`src/dhtm_pkg.sv`:
```
// Shared types and constants for the device heartbeat timeout monitor.
package dhtm_pkg;

	localparam int DEV_MAX = 8;
	localparam int DEV_W   = 3;

	// Configuration register indexes.
	localparam logic [2:0] REG_OFFLINE_LO = 3'd0;
	localparam logic [2:0] REG_OFFLINE_HI = 3'd1;
	localparam logic [2:0] REG_ONLINE_LO  = 3'd2;
	localparam logic [2:0] REG_ONLINE_HI  = 3'd3;
	localparam logic [2:0] REG_PRIORITY   = 3'd4;
	localparam logic [2:0] REG_ENABLE     = 3'd5;

	// Request types.
	localparam logic REQ_BEAT = 1'b0;
	localparam logic REQ_SCAN = 1'b1;

	localparam logic [3:0] NO_DEV = 4'd8;

	localparam logic [63:0] OFFLINE_LO_RST = 64'd14073963616665610;
	localparam logic [63:0] OFFLINE_HI_RST = 64'd70369817935872250;
	localparam logic [63:0] ONLINE_LO_RST  = 64'd14073963616665610;
	localparam logic [63:0] ONLINE_HI_RST  = 64'd70369817935872250;
	localparam logic [31:0] PRIORITY_RST   = 32'd286365722;
	localparam logic [7:0]  ENABLE_RST     = 8'hFF;

	typedef struct packed {
		logic             load;
		logic             beat;
		logic             scan_step;
		logic             scan_last;
		logic             out_load;
		logic [DEV_W-1:0] idx;
	} dhtm_cmd_t;

endpackage

```
`src/device_heartbeat_timeout_monitor.sv`:
```
// Heartbeat item: the beat state, then the completion state, which loads the result.
// Scan item: one device per cycle in the scan state, then the completion state.
// The completion state waits while the output stalls; the next item is taken in idle.
// The scan rate is set by the single shared classifier that visits one device a cycle.
// A new item is taken while the previous result still waits in the output register.
// Reset clears time stamps to zero, sets lost, error and data-error flags, and
// loads the default limits, priorities and enable mask; no clearing pass is needed.
module device_heartbeat_timeout_monitor #(
	parameter int DEVICES = 8
) (
	input  logic        clk,
	input  logic        arst_n,
	input  logic        in_valid,
	output logic        in_stall,
	input  logic        req_type,
	input  logic [2:0]  device,
	input  logic [31:0] now,
	input  logic        data_bad,
	output logic        out_valid,
	input  logic        out_stall,
	output logic        device_error,
	output logic [7:0]  lost_mask,
	output logic [7:0]  error_mask,
	output logic        any_offline,
	output logic [3:0]  top_device,
	input  logic        cfg_valid,
	output logic        cfg_ready,
	input  logic [2:0]  cfg_index,
	input  logic [63:0] cfg_data
);
	import dhtm_pkg::*;

	dhtm_cmd_t cmd;

	assign cfg_ready = 1'b1;

	dhtm_ctrl #(
		.DEVICES (DEVICES)
	) u_ctrl (
		.clk       (clk),
		.arst_n    (arst_n),
		.in_valid  (in_valid),
		.in_stall  (in_stall),
		.req_type  (req_type),
		.out_valid (out_valid),
		.out_stall (out_stall),
		.cmd       (cmd)
	);

	dhtm_datapath #(
		.DEVICES (DEVICES)
	) u_datapath (
		.clk          (clk),
		.arst_n       (arst_n),
		.cmd          (cmd),
		.cfg_valid    (cfg_valid && cfg_ready),
		.cfg_index    (cfg_index),
		.cfg_data     (cfg_data),
		.device       (device),
		.now          (now),
		.data_bad     (data_bad),
		.device_error (device_error),
		.lost_mask    (lost_mask),
		.error_mask   (error_mask),
		.any_offline  (any_offline),
		.top_device   (top_device)
	);

endmodule

```
`src/dhtm_ctrl.sv`:
```
// Controller state machine: item sequencing, scan index and output valid.
module dhtm_ctrl #(
	parameter int DEVICES = 8
) (
	input  logic                clk,
	input  logic                arst_n,
	input  logic                in_valid,
	output logic                in_stall,
	input  logic                req_type,
	output logic                out_valid,
	input  logic                out_stall,
	output dhtm_pkg::dhtm_cmd_t cmd
);
	import dhtm_pkg::*;

	localparam logic [1:0] ST_IDLE = 2'd0;
	localparam logic [1:0] ST_BEAT = 2'd1;
	localparam logic [1:0] ST_SCAN = 2'd2;
	localparam logic [1:0] ST_DONE = 2'd3;

	localparam logic [DEV_W-1:0] LAST_IDX = DEV_W'(DEVICES - 1);

	logic [1:0]       state_q;
	logic [1:0]       state_d;
	logic [DEV_W-1:0] idx_q;
	logic             out_valid_q;
	logic             accept;
	logic             out_free;

	assign in_stall  = (state_q != ST_IDLE);
	assign accept    = in_valid && !in_stall;
	assign out_valid = out_valid_q;
	assign out_free  = !out_valid_q || !out_stall;

	always_comb begin
		state_d       = state_q;
		cmd           = '0;
		cmd.idx       = idx_q;
		case (state_q)
			ST_IDLE: begin
				if (accept) begin
					cmd.load = 1'b1;
					state_d  = (req_type == REQ_SCAN) ? ST_SCAN : ST_BEAT;
				end
			end
			ST_BEAT: begin
				cmd.beat = 1'b1;
				state_d  = ST_DONE;
			end
			ST_SCAN: begin
				cmd.scan_step = 1'b1;
				if (idx_q == LAST_IDX) begin
					cmd.scan_last = 1'b1;
					state_d       = ST_DONE;
				end
			end
			ST_DONE: begin
				if (out_free) begin
					cmd.out_load = 1'b1;
					state_d      = ST_IDLE;
				end
			end
			default: state_d = ST_IDLE;
		endcase
	end

	always_ff @(posedge clk or negedge arst_n) begin
		if (!arst_n) begin
			state_q     <= ST_IDLE;
			idx_q       <= '0;
			out_valid_q <= 1'b0;
		end else begin
			state_q <= state_d;
			if (cmd.load) begin
				idx_q <= '0;
			end else if (cmd.scan_step && !cmd.scan_last) begin
				idx_q <= idx_q + 1'b1;
			end
			if (cmd.out_load) begin
				out_valid_q <= 1'b1;
			end else if (!out_stall) begin
				out_valid_q <= 1'b0;
			end
		end
	end

	a_load_free: assert property (@(posedge clk) disable iff (!arst_n)
		cmd.out_load |-> out_free)
		else $error("result loaded over an untaken result");

	a_scan_walk: assert property (@(posedge clk) disable iff (!arst_n)
		(state_q == ST_SCAN && idx_q != LAST_IDX) |=>
		(state_q == ST_SCAN && idx_q == $past(idx_q) + 1'b1))
		else $error("scan skipped or repeated a device");

	a_dispatch: assert property (@(posedge clk) disable iff (!arst_n)
		accept |=> (state_q == ST_BEAT || state_q == ST_SCAN))
		else $error("accepted item was not dispatched");

	a_valid_src: assert property (@(posedge clk) disable iff (!arst_n)
		$rose(out_valid_q) |-> $past(state_q) == ST_DONE)
		else $error("result valid raised outside the completion state");

endmodule

```
`src/dhtm_datapath.sv`:
```
// Datapath: configuration, per-device time stamps and flags, scan and result registers.
module dhtm_datapath #(
	parameter int DEVICES = 8
) (
	input  logic                clk,
	input  logic                arst_n,
	input  dhtm_pkg::dhtm_cmd_t cmd,
	input  logic                cfg_valid,
	input  logic [2:0]          cfg_index,
	input  logic [63:0]         cfg_data,
	input  logic [2:0]          device,
	input  logic [31:0]         now,
	input  logic                data_bad,
	output logic                device_error,
	output logic [7:0]          lost_mask,
	output logic [7:0]          error_mask,
	output logic                any_offline,
	output logic [3:0]          top_device
);
	import dhtm_pkg::*;

	localparam logic [DEV_MAX-1:0] DEV_MASK = DEV_MAX'((1 << DEVICES) - 1);
	localparam logic [3:0]         DEV_LIM  = 4'(DEVICES);

	logic [63:0]        off_lo_q, off_hi_q, on_lo_q, on_hi_q;
	logic [31:0]        prio_q;
	logic [DEV_MAX-1:0] enable_q;

	logic [31:0]        beat_q   [DEV_MAX];
	logic [31:0]        online_q [DEV_MAX];
	logic [DEV_MAX-1:0] lost_q, err_q, derr_q;

	logic [DEV_W-1:0]   dev_q;
	logic [31:0]        now_q;
	logic               bad_q;
	logic               dev_ok;

	logic [3:0]         best_q, top_q, scan_top_q;
	logic               any_q, scan_any_q;

	logic [63:0]        off_word, on_word;
	logic [15:0]        off_lim, on_lim;
	logic [3:0]         pri;
	logic               en, offline, settling;
	logic [3:0]         best_n, top_n;
	logic               any_n;

	logic               dev_err_q;
	logic [7:0]         lost_out_q, err_out_q;
	logic               any_out_q;
	logic [3:0]         top_out_q;

	always_ff @(posedge clk or negedge arst_n) begin
		if (!arst_n) begin
			off_lo_q <= OFFLINE_LO_RST;
			off_hi_q <= OFFLINE_HI_RST;
			on_lo_q  <= ONLINE_LO_RST;
			on_hi_q  <= ONLINE_HI_RST;
			prio_q   <= PRIORITY_RST;
			enable_q <= ENABLE_RST;
		end else if (cfg_valid) begin
			case (cfg_index)
				REG_OFFLINE_LO: off_lo_q <= cfg_data;
				REG_OFFLINE_HI: off_hi_q <= cfg_data;
				REG_ONLINE_LO:  on_lo_q  <= cfg_data;
				REG_ONLINE_HI:  on_hi_q  <= cfg_data;
				REG_PRIORITY:   prio_q   <= cfg_data[31:0];
				REG_ENABLE:     enable_q <= cfg_data[7:0];
				default: ;
			endcase
		end
	end

	always_ff @(posedge clk) begin
		if (cmd.load) begin
			dev_q <= device;
			now_q <= now;
			bad_q <= data_bad;
		end
	end

	assign dev_ok = ({1'b0, dev_q} < DEV_LIM);

	// One device is classified per scan step.
	assign off_word = cmd.idx[2] ? off_hi_q : off_lo_q;
	assign on_word  = cmd.idx[2] ? on_hi_q : on_lo_q;
	assign off_lim  = off_word[{cmd.idx[1:0], 4'b0000} +: 16];
	assign on_lim   = on_word[{cmd.idx[1:0], 4'b0000} +: 16];
	assign pri      = prio_q[{cmd.idx, 2'b00} +: 4];
	assign en       = enable_q[cmd.idx];
	assign offline  = (now_q - beat_q[cmd.idx]) > {16'b0, off_lim};
	assign settling = (now_q - online_q[cmd.idx]) < {16'b0, on_lim};

	always_comb begin
		best_n = best_q;
		top_n  = top_q;
		any_n  = any_q;
		if (en && offline) begin
			any_n = 1'b1;
			if (pri > best_q) begin
				best_n = pri;
				top_n  = {1'b0, cmd.idx};
			end
		end
	end

	always_ff @(posedge clk or negedge arst_n) begin
		if (!arst_n) begin
			for (int i = 0; i < DEV_MAX; i++) begin
				beat_q[i]   <= '0;
				online_q[i] <= '0;
			end
		end else if (cmd.beat && dev_ok) begin
			beat_q[dev_q] <= now_q;
			if (lost_q[dev_q]) begin
				online_q[dev_q] <= now_q;
			end
		end
	end

	always_ff @(posedge clk or negedge arst_n) begin
		if (!arst_n) begin
			lost_q     <= '1;
			err_q      <= '1;
			derr_q     <= '1;
			best_q     <= '0;
			top_q      <= NO_DEV;
			any_q      <= 1'b0;
			scan_any_q <= 1'b0;
			scan_top_q <= NO_DEV;
		end else begin
			if (cmd.load) begin
				best_q <= '0;
				top_q  <= NO_DEV;
				any_q  <= 1'b0;
			end
			if (cmd.beat && dev_ok) begin
				lost_q[dev_q] <= 1'b0;
				derr_q[dev_q] <= bad_q;
				if (bad_q) begin
					err_q[dev_q] <= 1'b1;
				end
			end
			if (cmd.scan_step) begin
				best_q <= best_n;
				top_q  <= top_n;
				any_q  <= any_n;
				if (en) begin
					if (offline) begin
						// A device already in error keeps its lost flag as is.
						if (!err_q[cmd.idx]) begin
							lost_q[cmd.idx] <= 1'b1;
							err_q[cmd.idx]  <= 1'b1;
						end
					end else if (settling) begin
						lost_q[cmd.idx] <= 1'b0;
						err_q[cmd.idx]  <= 1'b1;
					end else begin
						lost_q[cmd.idx] <= 1'b0;
						err_q[cmd.idx]  <= derr_q[cmd.idx];
					end
				end
			end
			if (cmd.scan_last) begin
				scan_any_q <= any_n;
				scan_top_q <= top_n;
			end
		end
	end

	always_ff @(posedge clk) begin
		if (cmd.out_load) begin
			dev_err_q  <= dev_ok && err_q[dev_q];
			lost_out_q <= lost_q & DEV_MASK;
			err_out_q  <= err_q & DEV_MASK;
			any_out_q  <= scan_any_q;
			top_out_q  <= scan_top_q;
		end
	end

	assign device_error = dev_err_q;
	assign lost_mask    = lost_out_q;
	assign error_mask   = err_out_q;
	assign any_offline  = any_out_q;
	assign top_device   = top_out_q;

endmodule
```
`config.mk`:
```
export PLATFORM = sky130hd
export DESIGN_NAME = device_heartbeat_timeout_monitor
export DESIGN_NICKNAME = d
export VERILOG_FILES = /design/src/dhtm_pkg.sv /design/src/device_heartbeat_timeout_monitor.sv /design/src/dhtm_ctrl.sv /design/src/dhtm_datapath.sv
export SDC_FILE = /design/constraint.sdc
export NUM_CORES = 2
export LEC_CHECK = 0
export ABC_AREA = 1
export BUFFER_PORTS_ARGS = -buffer_cell sky130_fd_sc_hd__buf_2
export CAP_MARGIN = 15
export CORE_MARGIN = 5
export CORE_UTILIZATION = 45
export CTS_CLUSTER_DIAMETER = 200
export CTS_CLUSTER_SIZE = 12
export DETAILED_ROUTE_END_ITERATION = 6
export GPL_TIMING_DRIVEN = 0
export PLACE_DENSITY = 0.62
export RECOVER_POWER = 100
export SLEW_MARGIN = 20
export SYNTH_ARGS = -nofsm -noshare
export SYNTH_HDL_FRONTEND = slang
export SYNTH_HIERARCHICAL = 1
export SYNTH_SLANG_ARGS = --single-unit
export TNS_END_PERCENT = 20
```
`constraint.sdc`:
```
create_clock -name clk -period 5.5 [get_ports clk]
set_input_delay 1.1 -clock clk [delete_from_list [all_inputs] [get_ports clk]]
set_output_delay 1.1 -clock clk [all_outputs]
set_load 0.05 [all_outputs]
```
==> impl_metrics.json <==
{
  "drv_cap": 4,
  "routed_wl_mm": 184,
  "cts_inserted_buffers": 85,
  "pin_count": 134,
  "synth_common_cells": "nand2_1, o21ai_0, dfrtp_1",
  "gp_congestion": 0.968,
  "violations": "capacitance limit, slew limit",
  "path_clk_slew_ns": 0.06,
  "worstHoldStart": "u_datapath/scan_top_q[2]",
  "viasPerCell": 5.93,
  "p_leak_nw": 23.9,
  "slew_violations": 365,
  "p_switching_mw": 14.5,
  "dr.pass1.iters": 6,
  "antenna_found_initial": 15,
  "intPower_mw": 17.3,
  "fin_area_mm2": 0.0508,
  "drtIter0Drc": 6129,
  "hold_end": "u_datapath/top_device[2]",
  "core_mm2": 0.0980,
  "insertion_delay_ns": 0.68,
  "swShare_pct": 45.6,
  "wl_per_cell_um": 26.2,
  "ff2ff_path_depth": 34,
  "worstPathRequired_ns": 6.10,
  "fin_crit_sh_pct": 98.7,
  "portBuffers": 132,
  "critPathMaxFanout": 8,
  "cts_tree": "built",
  "worst_slack_ns": 0.0729,
  "final.fill_count": 9487,
  "clockPowerShare_pct": 17.7,
  "grt_max_degree": 138,
  "rows": 115,
  "netlist_area_mm2": 0.0443,
  "async_flop_share_pct": 93.6,
  "synth_nets": 5629,
  "ys_seq_area_share_pct": 52.4,
  "crit_slowest_cell": "dfrtp_2",
  "drc": 0,
  "hold_class": "reg -> reg",
  "cp_common_cell": "nand2_1",
  "r2r_slack_ns": 0.07,
  "die_height_um": 324,
  "rsz0062_at_grt": "yes",
  "layout-drive-gt1-share_pct": 10.7,
  "ys_types": 47,
  "netlist.area_leader.share_pct": 41.4,
  "r2r_start": "u_ctrl/idx_q[1]",
  "setup.worst_path.end_class": "register",
  "run_status": "finished, violations left",
  "relSlewSlack_pct": -63.9,
  "synth.most_common_cell": "nand2_1",
  "ys.flop_type": "dfrtp_1",
  "cp-start-kind": "register",
  "die_w_um": 324,
  "finalCriticalPeriod_ns": 5.43,
  "grt_overflow": 0,
  "setup_viol": 0,
  "yosysTopAreaCell": "dfrtp_1",
  "yosys_warnings": 6,
  "critPathMaxStageDelay_ns": 0.53,
  "area_growth_pct": 14.7,
  "ant_nets": 0,
  "cts_hold_buf": 0,
  "dieArea_mm2": 0.105,
  "skew_ns": 0.0190,
  "holdPathStages": 0,
  "grt_pass1_vias": 39100,
  "crit_type": "reg -> reg",
  "worst_pin_slew_ns": 2.46,
  "synth_edf_count": 58,
  "num_vias": 41600,
  "layout.nets": 5896,
  "clk_path_buf_depth": 3,
  "track_usage_pct": 34.5,
  "placed_area_mm2": 0.0468,
  "ys_top_cells_by_area": "dfrtp_1, nand2_1, o21ai_0",
  "cts_sinks": 910,
  "powerDensity_mw_per_mm2": 625,
  "dp_slack_ns": -2.72,
  "ys_ff_latch": 910,
  "cts_root_buf": "clkbuf_16",
  "hold_viol": 0,
  "comb_power_share_pct": 48.1,
  "syn_inst": 5412,
  "start_util_pct": 45.2,
  "dp_hpwl_mm": 132,
  "fmax_mhz": 184,
  "ir_worst_vdd_mv": 0.256,
  "crit_arrival_ns": 6.03,
  "power_frac_seq_pct": 34.3,
  "timing.rr.end": "u_datapath/err_q[1]",
  "avgSynthCellArea_um2": 8.18,
  "htree_num_levels": 3,
  "grt_pass1_wl_mm": 265
}
## repair_timing
action,CTS,global route
pin swaps,14,25
endpoints found under the setup margin,30,30
hold endpoints to repair,0,0
setup buffers,24,21
gates resized for setup,222,148
## final cells by class
class                           count  area (um2)  area share (%)
Sequential cell                   910       23200            45.7
Buffer                            307        1670            3.29
Timing Repair Buffer              185        1240            2.45
Inverter                          576        2230            4.39
Antenna cell                        9        22.5          0.0443
Tap cell                         1287        1610            3.17
Clock inverter                      6        96.3           0.190
Clock buffer                      133        2340            4.60
Multi-Input combinational cell   3614       18400            36.2
## logic make-up (layout without fill, tap and decap cells)
| logic type | after synthesis | in the layout | synth area share (%) |
|---|---|---|---|
| adders and majority gates | 108 | 108 | 3.09 |
| and+or+nand+nor | 2084 | 2084 | 18.5 |
| xor gates and xnor gates | 31 | 31 | 0.613 |
| DFF | 910 | 910 | 52.4 |
| AOI/OAI and AO/OA | 1390 | 1390 | 17.7 |
| other | 1 | 10 | 0.00847 |
| buffers and inverters | 888 | 1207 | 7.62 |
## worst max-delay path: cells and delay by family (launching register included)
family / cells / cell delay [ns]
flip-flops: 1 / 0.53
XOR/XNOR: 1 / 0.18
AO/OA/AOI/OAI: 5 / 0.68
AND/OR/NAND/NOR: 18 / 2.22
adder cells (fa/ha/maj): 2 / 0.45
buffers and inverters: 8 / 1.23
## worst max-delay path by stage
stage	startpoint	end	depth (start not counted)
2_1_floorplan	u_ctrl/idx_q[0]	u_datapath/err_q[0]	31
3_3_place_gp	arst_n	u_datapath/off_hi_q[24]	1
3_5_place_dp	u_ctrl/idx_q[0]	u_datapath/err_q[1]	31
4_1_cts	u_ctrl/idx_q[1]	u_datapath/err_q[1]	30
5_1_grt	u_ctrl/idx_q[1]	u_datapath/err_q[1]	34
6_report	u_ctrl/idx_q[1]	u_datapath/err_q[1]	34
## power by group through the flow
stage | clock (mW) | combinational, mW | sequential, mW
2_1_floorplan | 0 | 8.95 | 10.4
3_3_place_gp | 0 | 13.5 | 10.8
3_5_place_dp | 0 | 13.7 | 10.8
4_1_cts | 5.66 | 14.3 | 10.8
5_1_grt | 5.92 | 16.8 | 11.1
6_report | 5.60 | 15.3 | 10.9
## placed cells by master, fill, tap and decap left out, types with 45 or more instances in the layout
master     instances
dfrtp_1          729
clkbuf_16         90
nand3_1           91
buf_2            136
o22ai_1           73
nand2_1         1596
clkbuf_1         287
inv_1            545
a22oi_1           70
buf_4             47
nor2_1           265
a21oi_1           83
dfstp_2          115
ha_1              87
nand4_1           45
o21ai_0          971
a221oi_1          55
edfxtp_1          58
## registers in the layout, summed over array words and instances (netlist names), 32 cells and up
name,count
u_datapath/beat_q,256
u_datapath/now_q,32
u_datapath/off_hi_q,64
u_datapath/off_lo_q,64
u_datapath/on_hi_q,64
u_datapath/on_lo_q,64
u_datapath/online_q,256
u_datapath/prio_q,32
## metrics by stage
| step | hold WS [ns] | power, mW | util (%) | std cells | TNS, ns |
|---|---|---|---|---|---|
| floorplan | 0.425 | 19.3 | - | 5412 | 0 |
| global placement | 0.438 | 24.3 | 47.5 | 6831 | - |
| detailed placement | 0.438 | 24.6 | 47.8 | 6839 | -63.21 |
| CTS | 0.367 | 30.7 | 51.2 | 6998 | 0 |
| global route | 0.473 | 33.8 | 51.8 | 7018 | -0.410 |
| finish | 0.457 | 31.7 | 51.8 | 7027 | 0 |
## layer usage
layer  share of wire [%]  GRT usage, %
met1                  40          47.7
met2                  42          50.2
met3                  13          10.5
met4                 5.3          15.4
met5               0.062             0
(Power assumes the default switching activity.)
